==> src/design/psc_pkg.sv <==
// ---------------------------------------------------------------------------
// psc_pkg: shared types and constants of the pressure sensor conditioner
// Field widths, sensor kind codes, supply timer and fault constants, and the
// structs that carry one converted sample and one result beat.
// ---------------------------------------------------------------------------
package psc_pkg;

   localparam int RAW_W          = 16;
   localparam int DATA_W         = 14;
   localparam int CD_W           = 6;
   localparam int FC_W           = 3;
   localparam int RING_DEPTH_DEF = 5;

   typedef enum logic {
      KIND_1BAR   = 1'b0,
      KIND_2P5BAR = 1'b1
   } kind_type;

   localparam logic [RAW_W-1:0] RAW_BAD_LOW  = 16'h0000;
   localparam logic [RAW_W-1:0] RAW_BAD_HIGH = 16'hFFFF;

   // Supply timer, two's complement; it rests at CD_IDLE after the first repower, at CD_ZERO after later ones.
   localparam logic signed [CD_W-1:0] CD_IDLE    = -6'sd1;
   localparam logic signed [CD_W-1:0] CD_ZERO    = 6'sd0;
   localparam logic signed [CD_W-1:0] OFF_TICKS  = 6'sd20;
   localparam logic signed [CD_W-1:0] REPOWER_AT = 6'sd5;

   localparam logic [FC_W-1:0] FAULT_LIMIT = 3'd3;
   localparam logic [FC_W-1:0] FAULT_SAT   = 3'd4;

   typedef struct packed {
      logic signed [DATA_W-1:0] value;
      logic                     bad;
   } sample_type;

   typedef struct packed {
      logic                     sample_taken;
      logic                     fault_seen;
      logic                     sensor_power;
      logic                     pressure_valid;
      logic signed [DATA_W-1:0] pressure;
   } result_type;

endpackage

==> src/design/pressure_sensor_conditioner.sv <==
// ---------------------------------------------------------------------------
// pressure_sensor_conditioner: fault-guarded trimmed-mean pressure filter
// Converts each raw reading, manages the sensor supply after faults and
// delivers the held trimmed mean of the last samples with status flags.
// ---------------------------------------------------------------------------
//  channel  dir  ports                                   payload
//  req      in   req_tvalid req_tready req_tdata[15:0]    raw_reading
//  rsp      out  rsp_tvalid rsp_tready rsp_tdata[23:0]    pressure, flags
//                rsp_tuser                                pressure_valid
//  csr      in   csr_valid csr_ready csr_data             sensor_kind
//
// One beat per cycle is sustained while rsp is not stalled; a beat accepted on req
// passes the input register and the result register before it leaves on rsp.
// Reset clears the supply, fault and ring control state; no clearing pass.
// A stalled rsp holds its beat while the input register still takes one more;
// req_tready drops only when both registers are full and rsp is stalled.
// ---------------------------------------------------------------------------
module pressure_sensor_conditioner #(
   parameter int RING_DEPTH = psc_pkg::RING_DEPTH_DEF
) (
   input  logic        clock,
   input  logic        reset,
   input  logic        req_tvalid,
   output logic        req_tready,
   input  logic [15:0] req_tdata,   // [15:0] raw_reading
   output logic        rsp_tvalid,
   input  logic        rsp_tready,
   output logic [23:0] rsp_tdata,   // [13:0] pressure, [14] sensor_power,
                                    // [15] fault_seen, [16] sample_taken
   output logic        rsp_tuser,   // [0] pressure_valid
   input  logic        csr_valid,
   output logic        csr_ready,
   input  logic        csr_data     // [0] sensor_kind
);

   localparam int PAD_W = 24 - psc_pkg::DATA_W - 3;

   psc_pkg::kind_type    kind_ff;
   logic                 in_valid_ff;
   psc_pkg::sample_type  in_sample_ff;
   psc_pkg::sample_type  sample_in;
   logic                 rsp_valid_ff;
   psc_pkg::result_type  rsp_result_ff;
   psc_pkg::result_type  result_in;
   logic                 step;

   assign step       = in_valid_ff && (!rsp_valid_ff || rsp_tready);
   assign req_tready = !in_valid_ff || step;
   assign csr_ready  = 1'b1;

   psc_convert u_convert (
      .raw   (req_tdata),
      .kind  (kind_ff),
      .value (sample_in.value),
      .bad   (sample_in.bad)
   );

   psc_core #(
      .RING_DEPTH (RING_DEPTH)
   ) u_core (
      .clock  (clock),
      .reset  (reset),
      .step   (step),
      .sample (in_sample_ff),
      .result (result_in)
   );

   always_ff @(posedge clock) begin
      if (reset) begin
         kind_ff      <= psc_pkg::KIND_1BAR;
         in_valid_ff  <= 1'b0;
         rsp_valid_ff <= 1'b0;
      end else begin
         if (csr_valid && csr_ready) begin
            kind_ff <= psc_pkg::kind_type'(csr_data);
         end
         if (req_tready) begin
            in_valid_ff <= req_tvalid;
         end
         if (step) begin
            rsp_valid_ff <= 1'b1;
         end else if (rsp_tready) begin
            rsp_valid_ff <= 1'b0;
         end
      end
   end

   always_ff @(posedge clock) begin
      if (req_tvalid && req_tready) begin
         in_sample_ff <= sample_in;
      end
      if (step) begin
         rsp_result_ff <= result_in;
      end
   end

   assign rsp_tvalid = rsp_valid_ff;
   assign rsp_tuser  = rsp_result_ff.pressure_valid;
   assign rsp_tdata  = {{PAD_W{1'b0}}, rsp_result_ff.sample_taken,
                        rsp_result_ff.fault_seen, rsp_result_ff.sensor_power,
                        rsp_result_ff.pressure};

   // A tick either stores a sample or reports a fault, never both.
   a_fault_or_taken: assert property (@(posedge clock) disable iff (reset)
      rsp_tvalid |-> !(rsp_result_ff.fault_seen && rsp_result_ff.sample_taken))
      else $error("fault and sample reported on the same beat");

   // A fault always cuts the supply in the same tick.
   a_fault_cuts_power: assert property (@(posedge clock) disable iff (reset)
      (rsp_tvalid && rsp_result_ff.fault_seen) |-> !rsp_result_ff.sensor_power)
      else $error("fault beat shows the supply on");

   // Samples are only taken with the supply on.
   a_taken_powered: assert property (@(posedge clock) disable iff (reset)
      (rsp_tvalid && rsp_result_ff.sample_taken) |-> rsp_result_ff.sensor_power)
      else $error("sample taken with the supply off");

   // An invalid result carries a zero pressure.
   a_invalid_zero: assert property (@(posedge clock) disable iff (reset)
      (rsp_tvalid && !rsp_tuser) |-> (rsp_result_ff.pressure == '0))
      else $error("invalid beat with nonzero pressure");

   // The input side only backs up when the result side is stalled.
   a_backpressure: assert property (@(posedge clock) disable iff (reset)
      !req_tready |-> (rsp_tvalid && !rsp_tready && in_valid_ff))
      else $error("req stalled without a stalled result");

endmodule

==> src/design/psc_convert.sv <==
// ---------------------------------------------------------------------------
// psc_convert: raw reading to millibar
// Applies the linear formula of the selected sensor kind, truncating toward
// zero, and flags the two fault words.
// ---------------------------------------------------------------------------
module psc_convert (
   input  logic [psc_pkg::RAW_W-1:0]          raw,
   input  psc_pkg::kind_type                  kind,
   output logic signed [psc_pkg::DATA_W-1:0]  value,
   output logic                               bad
);

   localparam int CVT_W     = 20;
   localparam int RECIP_W   = 21;
   localparam int CVT_SHIFT = 25;
   localparam int PROD_W    = CVT_W - 1 + RECIP_W;

   localparam logic signed [CVT_W-1:0] OFFSET_1BAR   = 20'sd16500;
   localparam logic signed [CVT_W-1:0] OFFSET_2P5BAR = 20'sd10714;
   // ceil(2^25 / 27) and ceil(2^25 / 54); exact for magnitudes below 2^19.
   localparam logic [RECIP_W-1:0] RECIP_1BAR   = 21'd1242757;
   localparam logic [RECIP_W-1:0] RECIP_2P5BAR = 21'd621379;

   logic signed [CVT_W-1:0]    diff;
   logic signed [CVT_W-1:0]    scaled;
   logic        [CVT_W-1:0]    scaled_neg;
   logic        [CVT_W-2:0]    mag;
   logic        [RECIP_W-1:0]  recip;
   logic        [PROD_W-1:0]   prod;
   logic [psc_pkg::DATA_W-1:0] quot;

   always_comb begin
      unique case (kind)
         psc_pkg::KIND_1BAR: begin
            diff   = $signed({4'b0000, raw}) - OFFSET_1BAR;
            scaled = diff <<< 1;
            recip  = RECIP_1BAR;
         end
         psc_pkg::KIND_2P5BAR: begin
            // 3500 / 27000 reduces to 7 / 54.
            diff   = $signed({4'b0000, raw}) - OFFSET_2P5BAR;
            scaled = (diff <<< 3) - diff;
            recip  = RECIP_2P5BAR;
         end
         default: begin
            diff   = '0;
            scaled = '0;
            recip  = RECIP_1BAR;
         end
      endcase
   end

   assign scaled_neg = -scaled;
   assign mag   = scaled[CVT_W-1] ? scaled_neg[CVT_W-2:0] : scaled[CVT_W-2:0];
   assign prod  = PROD_W'(mag) * PROD_W'(recip);
   assign quot  = prod[CVT_SHIFT +: psc_pkg::DATA_W];
   assign value = scaled[CVT_W-1] ? $signed(-quot) : $signed(quot);
   assign bad   = (raw == psc_pkg::RAW_BAD_LOW) || (raw == psc_pkg::RAW_BAD_HIGH);

endmodule

==> src/design/psc_trim_mean.sv <==
// ---------------------------------------------------------------------------
// psc_trim_mean: trimmed mean of the sample window
// Sums the window, drops its minimum and maximum and divides the rest by the
// depth less two, truncating toward zero.
// ---------------------------------------------------------------------------
module psc_trim_mean #(
   parameter int DEPTH = psc_pkg::RING_DEPTH_DEF
) (
   input  logic signed [psc_pkg::DATA_W-1:0] entries [DEPTH],
   output logic signed [psc_pkg::DATA_W-1:0] mean
);

   localparam int SUM_W = psc_pkg::DATA_W + $clog2(DEPTH) + 1;
   localparam int DIV   = DEPTH - 2;
   localparam int K     = SUM_W;
   // Rounded-up reciprocal; the error stays below 2^K for every magnitude.
   localparam logic [K:0] RECIP = (K+1)'(((1 << K) + DIV - 1) / DIV);

   logic signed [psc_pkg::DATA_W-1:0] mn;
   logic signed [psc_pkg::DATA_W-1:0] mx;
   logic signed [SUM_W-1:0]           sum;
   logic signed [SUM_W-1:0]           trimmed;
   logic        [SUM_W-1:0]           trimmed_neg;
   logic        [SUM_W-2:0]           mag;
   logic        [2*SUM_W-1:0]         prod;
   logic        [psc_pkg::DATA_W-1:0] quot;

   always_comb begin
      mn  = entries[0];
      mx  = entries[0];
      sum = '0;
      for (int i = 0; i < DEPTH; i++) begin
         sum = sum + SUM_W'(entries[i]);
         if (entries[i] < mn) begin
            mn = entries[i];
         end
         if (entries[i] > mx) begin
            mx = entries[i];
         end
      end
   end

   assign trimmed     = sum - SUM_W'(mn) - SUM_W'(mx);
   assign trimmed_neg = -trimmed;
   assign mag  = trimmed[SUM_W-1] ? trimmed_neg[SUM_W-2:0] : trimmed[SUM_W-2:0];
   assign prod = (2*SUM_W)'(mag) * (2*SUM_W)'(RECIP);
   assign quot = prod[K +: psc_pkg::DATA_W];
   assign mean = trimmed[SUM_W-1] ? $signed(-quot) : $signed(quot);

endmodule

==> src/design/psc_core.sv <==
// ---------------------------------------------------------------------------
// psc_core: supply control, fault counting and sample ring
// Holds the per-sensor state, updates it for each sample that is stepped in
// and forms that sample's result beat.
// ---------------------------------------------------------------------------
module psc_core #(
   parameter int RING_DEPTH = psc_pkg::RING_DEPTH_DEF
) (
   input  logic                 clock,
   input  logic                 reset,
   input  logic                 step,
   input  psc_pkg::sample_type  sample,
   output psc_pkg::result_type  result
);

   localparam int DATA_W = psc_pkg::DATA_W;
   localparam int IDX_W  = $clog2(RING_DEPTH);
   localparam logic [IDX_W-1:0] IDX_LAST = IDX_W'(RING_DEPTH - 1);

   logic                              power_ff,  power_in;
   logic signed [psc_pkg::CD_W-1:0]   cd_ff,     cd_in;
   logic        [psc_pkg::FC_W-1:0]   fc_ff,     fc_in;
   logic        [IDX_W-1:0]           idx_ff,    idx_in;
   logic                              full_ff,   full_in;
   logic signed [DATA_W-1:0]          held_ff,   held_in;
   logic                              hvalid_ff, hvalid_in;
   logic signed [DATA_W-1:0]          ring_ff [RING_DEPTH];

   logic signed [DATA_W-1:0]          window [RING_DEPTH];
   logic signed [DATA_W-1:0]          mean;
   logic signed [psc_pkg::CD_W-1:0]   cd_dec;
   logic        [psc_pkg::FC_W-1:0]   fc_next;
   logic                              fault;
   logic                              taken;

   // The mean sees the ring as it stands after this sample is written.
   always_comb begin
      for (int i = 0; i < RING_DEPTH; i++) begin
         window[i] = (IDX_W'(i) == idx_ff) ? sample.value : ring_ff[i];
      end
   end

   psc_trim_mean #(
      .DEPTH (RING_DEPTH)
   ) u_trim_mean (
      .entries (window),
      .mean    (mean)
   );

   assign cd_dec  = (cd_ff != psc_pkg::CD_IDLE) ? cd_ff - 1'b1 : cd_ff;
   assign fc_next = (fc_ff < psc_pkg::FAULT_SAT) ? fc_ff + 1'b1 : fc_ff;

   always_comb begin
      power_in  = power_ff;
      cd_in     = cd_ff;
      fc_in     = fc_ff;
      idx_in    = idx_ff;
      full_in   = full_ff;
      held_in   = held_ff;
      hvalid_in = hvalid_ff;
      fault     = 1'b0;
      taken     = 1'b0;
      priority if (!power_ff) begin
         cd_in = cd_dec;
         if (cd_dec <= psc_pkg::REPOWER_AT) begin
            // Repower tick: restart the ring and drop the reading.
            power_in  = 1'b1;
            idx_in    = '0;
            full_in   = 1'b0;
            held_in   = '0;
            hvalid_in = 1'b0;
         end
      end else if (cd_ff > psc_pkg::CD_ZERO) begin
         cd_in = cd_ff - 1'b1;
      end else if (sample.bad) begin
         fault    = 1'b1;
         power_in = 1'b0;
         cd_in    = psc_pkg::OFF_TICKS;
         fc_in    = fc_next;
         if (fc_next > psc_pkg::FAULT_LIMIT) begin
            held_in   = '0;
            hvalid_in = 1'b0;
         end
      end else begin
         taken = 1'b1;
         fc_in = '0;
         if (idx_ff == IDX_LAST) begin
            idx_in  = '0;
            full_in = 1'b1;
         end else begin
            idx_in = idx_ff + 1'b1;
         end
         if (full_in) begin
            held_in   = mean;
            hvalid_in = 1'b1;
         end
      end
   end

   always_ff @(posedge clock) begin
      if (reset) begin
         power_ff  <= 1'b0;
         cd_ff     <= psc_pkg::CD_ZERO;
         fc_ff     <= '0;
         idx_ff    <= '0;
         full_ff   <= 1'b0;
         held_ff   <= '0;
         hvalid_ff <= 1'b0;
      end else if (step) begin
         power_ff  <= power_in;
         cd_ff     <= cd_in;
         fc_ff     <= fc_in;
         idx_ff    <= idx_in;
         full_ff   <= full_in;
         held_ff   <= held_in;
         hvalid_ff <= hvalid_in;
      end
   end

   always_ff @(posedge clock) begin
      if (step && taken) begin
         ring_ff[idx_ff] <= sample.value;
      end
   end

   assign result.sample_taken   = taken;
   assign result.fault_seen     = fault;
   assign result.sensor_power   = power_in;
   assign result.pressure_valid = hvalid_in;
   assign result.pressure       = hvalid_in ? held_in : '0;

endmodule

==> config.mk <==
export PLATFORM = sky130hd
export DESIGN_NAME = pressure_sensor_conditioner
export DESIGN_NICKNAME = d
export VERILOG_FILES = /design/src/design/psc_pkg.sv /design/src/design/pressure_sensor_conditioner.sv /design/src/design/psc_convert.sv /design/src/design/psc_trim_mean.sv /design/src/design/psc_core.sv
export SDC_FILE = /design/constraint.sdc
export NUM_CORES = 1
export LEC_CHECK = 0
export BUFFER_PORTS_ARGS = -buffer_cell sky130_fd_sc_hd__buf_2
export CAP_MARGIN = 20
export CORE_UTILIZATION = 60
export DETAILED_ROUTE_END_ITERATION = 7
export GPL_ROUTABILITY_DRIVEN = 0
export PLACE_DENSITY_LB_ADDON = 0.05
export SYNTH_ARGS = -nofsm -noshare
export SYNTH_HDL_FRONTEND = slang
export SYNTH_HIERARCHICAL = 1
export SYNTH_SLANG_ARGS = --single-unit
==> constraint.sdc <==
create_clock -name clock -period 67.2 [get_ports clock]
set_input_delay 3.36 -clock clock [delete_from_list [all_inputs] [get_ports clock]]
set_output_delay 3.36 -clock clock [all_outputs]
set_load 0.03 [all_outputs]
### Word-level counts from Yosys, hierarchy flattened

Memories as Yosys holds them, arrays and structs flattened.
Cells that the tools add are included.

| storage, ports and cells | value |
|---|---|
| logic and storage cells | 138 |
| memories kept | 1 |
| register bits | 65 |
| RAM bits | 70 |

| operators by class | value |
|---|---|
| bitwise gates (word level) | 3 |
| add/subtract/negate cells | 16 |
| reductions and logical operators | 16 |
| magnitude comparators | 12 |
| equal/unequal tests | 10 |
| $mul | 2 |
| multiplexer cells | 61 |

Memory list:

| memory | words | width | read ports | clocked after memory_dff | wr ports | RTL line | source |
|---|---|---|---|---|---|---|---|
| u_core.ring_ff | 5 | 14 | 5 | 0 | 1 | psc_core.sv:27 | `logic signed [DATA_W-1:0] ring_ff [RING_DEPTH];` |

Operators by type and width:

| cell | count |
|---|---|
| 14-bit 2-to-1 mux | 21 |
| 14-bit greater-than comparator | 4 |
| 14-bit less-than comparator | 4 |
| 21-bit case mux with 2 select lines | 1 |
| 20-bit case mux with 2 select lines | 1 |
| 19-bit by 21-bit multiplier with 39-bit output | 1 |
| 18-bit by 14-bit subtractor with 18-bit output | 2 |
| 17-bit by 16-bit multiplier with 31-bit output (second input constant) | 1 |
| 14-bit negator | 2 |
| 1-bit 2-to-1 mux | 25 |
| 6-bit 2-to-1 mux | 4 |
| 3-bit 2-to-1 mux | 7 |
| 20-bit subtractor | 1 |
| 19-bit 2-to-1 mux | 1 |
| 19-bit negator | 1 |
| 17-bit by 14-bit adder with 18-bit output | 1 |
| 16-bit by 14-bit adder with 17-bit output | 1 |
| 17-bit 2-to-1 mux | 1 |
| 17-bit negator | 1 |
| 16-bit by 14-bit subtractor with 17-bit output (second input constant) | 1 |
| 16-bit by 15-bit subtractor with 17-bit output (second input constant) | 1 |
| 15-bit by 14-bit adder with 16-bit output | 1 |
| 16-bit == test (second input constant) | 1 |
| 16-bit zero test | 1 |
| 24 further kinds | 35 |

### Logic depth before layout (Yosys ltp)

| logic depth | value |
|---|---|
| depth in word-level cells | 21 |
| mapped depth | 114 |
| mapped depth without buffers | 104 |

### By module

Netlist, hierarchy kept.

Modules (own cells, without submodules):

| module | sequential area each (sq um) | instances | area each (sq um) | cells an instance |
|---|---|---|---|---|
| psc_trim_mean | 0.0 | 1 | 12075.3 | 1444 |
| psc_convert | 0.0 | 1 | 11451.0 | 1339 |
| psc_core | 2682.6 | 1 | 5111.2 | 428 |
| pressure_sensor_conditioner | 1051.0 | 1 | 1196.1 | 56 |

### Worst setup path before layout

OpenSTA, ideal clock, no wires.

| path | value |
|---|---|
| kind | register -> register |
| start point | register u_core.idx_ff[1] |
| end point | register u_core.held_ff[13] |
| data required time | 67078 ps |
| setup slack | 45110 ps |
| library setup time | 122 ps |
| arrival time | 21968 ps |
| clock period less this slack | 22090 ps |
| path buffers | 10 |
| stages on the path, launching flop included | 104 |
| cell sequence | dfxtp_1 -> inv_1 -> ha_1 -> nand2_1 -> buf_1 -> mux2_2 -> ha_1 -> nand3_1 -> nor2_1 -> o311ai_2 -> a21oi_4 -> clkbuf_1 -> clkbuf_1 -> buf_1 -> nor2_1 -> a21oi_1 -> ha_1 -> a21oi_1 -> (+68 left out) -> fa_1 -> inv_1 -> ha_1 -> clkbuf_1 -> nand4_1 -> a21oi_1 -> nand2_1 -> a31oi_1 -> o21ai_0 -> o2bb2a_1 -> and2_1 -> nor4bb_1 -> o211a_1 -> a31oi_1 -> xnor2_1 -> nand2_1 -> a21oi_1 -> a221o_1 |

RTL lines:

| element | RTL line | source |
|---|---|---|
| start: declaration | psc_core.sv:23 | `logic [IDX_W-1:0] idx_ff, idx_in;` |
| start signal: assignment | psc_core.sv:113 | `idx_ff <= idx_in;` |
| end signal: assignment | psc_core.sv:115 | `held_ff <= held_in;` |
| end: declaration | psc_core.sv:25 | `logic signed [DATA_W-1:0] held_ff, held_in;` |

==> out/summary.md <==
The number of antenna diodes in the final layout is 0. The clock drives 135 sinks. The tools report the origin of the worst min-delay path as kind_ff.

After detailed routing, the total wire length is 76900 um. Setup repair after global routing left no endpoint under its margin. The Yosys step of the flow raised 6 warnings.

Among all flip-flop cells after synthesis, the most frequent one is edfxtp_1. In this run the deepest clock path goes through 2 buffers. In this run the clock root is driven by a clkbuf_16. Via count normalized by instance count: 5.79.

By startpoint and endpoint, the worst setup path is classified as flop to flop. For this run, the slowest stage of the critical path takes 0.82 ns. For the tightest slew margin relative to the limit, the log shows 29.6%. Setup TNS: 0 ns. The global-route congestion overflow total came out at 0.

The mean routed wirelength per cell works out to 19.4 um. In the synthesized netlist the async set-or-reset flop fraction comes to 0%. The vertical extent of the die is 225 um, and the cell row count is 81. TritonCTS built the clock tree. Residual antenna-violating net count after detailed routing: 0.

The number of setup buffers added after CTS is 0. Fraction of the yosys area taken by sequential cells: 12.5%. The data arrival time of the critical path was 25.06 ns. Buffers placed on the I/O ports in this run total 41. The run gives 42.47 ns as the setup slack of the worst register-to-register path.

The top cell types in the final layout, fill and taps aside, are inv_1, ha_1, fa_1. In this run the worst path has a maximum fanout of 33. Yosys mapped the design onto 113 distinct sky130hd cell types. Data on the critical path is required at its endpoint by 67.53 ns.

In the routed design, unresolved DRC markers number 0. The aggregate global-route resource usage was 31.6%; the number of global-route vias before repair was 24.0k. The cell with the biggest individual delay on the critical path was nor3_2. Worst hold margin: 0.492 ns.

The share of post-route cells with drive strength above 1 was 7.88%. Yosys mapped a number of flops with a built-in enable equal to 103. The tools report the maximum level of the CTS H-tree as 4. The average footprint of a synthesized cell came out at 9.13 um2. Clock tree synthesis inserted a total of 17 buffers. The run gives 0 as the max-capacitance violation count. From synthesis to final layout, the design area changed by 4.86%. The critical path starts at u_core/idx_ff[0]. The number of slew-limit violations in the final report was 0.

The highest clock rate came out at 40.4 MHz. After layout, the minimum clock period comes to 24.73 ns. The detailed router finished its first iteration with 1474 violations. The flow ran to the end, and the final reports show no timing, DRC or antenna violations. Start of the worst register-to-register path: u_core/idx_ff[0].

The post-CTS clock slew at the launch and capture registers of the worst setup and hold paths is 0.06 ns. During I/O placement, the number of pins put on the boundary was 50. The footprint of the multi-input gates is 0.0231 mm2. The cell area that synthesis handed to floorplanning was 0.0298 mm2.

Registers take 0.00373 mm2. Overall die width: 225 um. The number of endpoints failing setup at the final stage was 0. The cell that appears most often on the critical path is o21a_1. Counting the fill cells in the layout gives 4188. Clock latency on the worst-skew pair, taken at its later pin, is 0.44 ns.

Number of hold violations in the final report: 0. Most common cell after layout, fill and taps aside: inv_1. The initial antenna violation count is 0, and the initial core utilization is 60.9%.

The element type at the critical path start was a flop. Detailed placement ended at an HPWL of 65000 um. Measured slew at the worst slew-check pin: 1.05 ns. The post-route clock period utilization was 36.8%. The die covers 0.0506 mm2. The cell count after synthesis came out at 3267. The first global-routing pass estimated 125000 um of wire.

The tools report the number of instances resized during post-cts repair as 0. The kind of end point of the critical path is a flop. The tools report the hold buffer count at cts as 0. The flop and latch count out of synthesis works out to 135. The core region is 0.0490 mm2. The min-delay analysis places its worst path in the category flop to flop.

Clock skew on the completed layout was measured at 0.0118 ns. After the last flow step, the layout net total stands at 4090. For the via count, the log shows 22.9k.

The run gives 6 as the first-pass iteration count of the detailed router. The run gives 55 as the maximum number of pins on one net before global-route repair.
-- cells by family (layout without fill, tap and decap cells) --
group | count (synthesis) | count (layout) | synth area share, %
buffers and inverters | 811 | 800 | 10.6
adders and majority gates | 785 | 785 | 42.3
and+or+nand+nor | 666 | 666 | 11.4
AOI/OAI and AO/OA | 569 | 569 | 13.2
muxes | 155 | 155 | 5.71
xor gates and xnor gates | 142 | 142 | 4.22
DFF | 135 | 135 | 12.5
other | 4 | 46 | 0.0503
-- area by class of cell --
type	instances	share of cell area, %
timing repair buffer	62	1.16
multi-input combinational	2363	74.0
clock inverter	15	0.460
tap	664	2.66
sequential	135	11.9
clock buffer	17	1.36
inverter	706	8.47
-- final timing paths --
check,cells after the start,endpoint
worst min-delay path,2,kind_ff
worst min register to register,2,kind_ff
worst max-delay path,95,u_core/held_ff[12]
worst max register to register,95,u_core/held_ff[12]
-- metrics by stage --
stage | cell area [um2] | utilization [%] | cells | setup WS (ns)
after floorplan | 30000 | - | 3309 | 45.11
after global placement | 30700 | 62.7 | 3928 | 43.04
after detailed placement | 30700 | 62.7 | 3928 | 42.41
after CTS | 31300 | 63.9 | 3960 | 42.36
after global routing | 31300 | 63.9 | 3962 | 40.75
final | 31300 | 63.9 | 3962 | 42.47
-- synthesized netlist by cell type, types with 15 or more instances --
cell type	count	area (um2)
nand2b_1	22	138
o21bai_1	15	113
nor4_1	23	144
or3_1	20	125
mux2_2	85	957
fa_1	373	7470
mux2i_1	57	571
o21a_1	28	210
and2_1	16	100
nor2_1	165	619
a31oi_1	30	188
and3_1	21	131
nand4_1	33	206
a21oi_1	174	871
nand3_1	32	160
ha_1	410	5130
clkbuf_1	64	240
nor3b_1	22	165
a21o_1	59	443
xor2_1	50	438
xnor2_1	90	788
edfxtp_1	103	3090
nor2b_1	27	169
dfxtp_1	32	641
nor3_1	38	190
inv_1	705	2650
a221o_1	17	170
nand2_1	184	691
o21ai_0	82	410
-- layer usage --
layer	up-vias	GRT usage [%]	routed length (um)
met5	-	0	0
met4	0	13.6	3200
met3	160	3.23	3110
met2	622	55.9	38600
met1	11300	39.1	31900
li1	10900	-	-
-- worst max-delay path: cells and delay by family, from the launching register on --
| kind | cells | cell delay [ns] |
|---|---|---|
| mux | 6 | 1.92 |
| flops | 1 | 0.47 |
| fa+ha+maj | 18 | 6.50 |
| xor+xnor | 3 | 0.71 |
| buf+inv | 9 | 1.08 |
| compound gates | 36 | 7.54 |
| simple gates | 23 | 6.41 |
-- sequential cells by signal, indices dropped and copies added (netlist names), named ones only --
register and count:
rsp_tuser 1, u_core/fc_ff 3, rsp_tdata 17, u_core/hvalid_ff 1, u_core/cd_ff 5, u_core/ring_ff 70, in_sample_ff 15, rsp_tvalid 1
u_core/full_ff 1, in_valid_ff 1, u_core/power_ff 1, u_core/held_ff 14, u_core/idx_ff 3, kind_ff 1
Power is left out: the tool's default activity adds up to more than one toggle a clock period on the data nets, which glitch-free logic cannot reach.
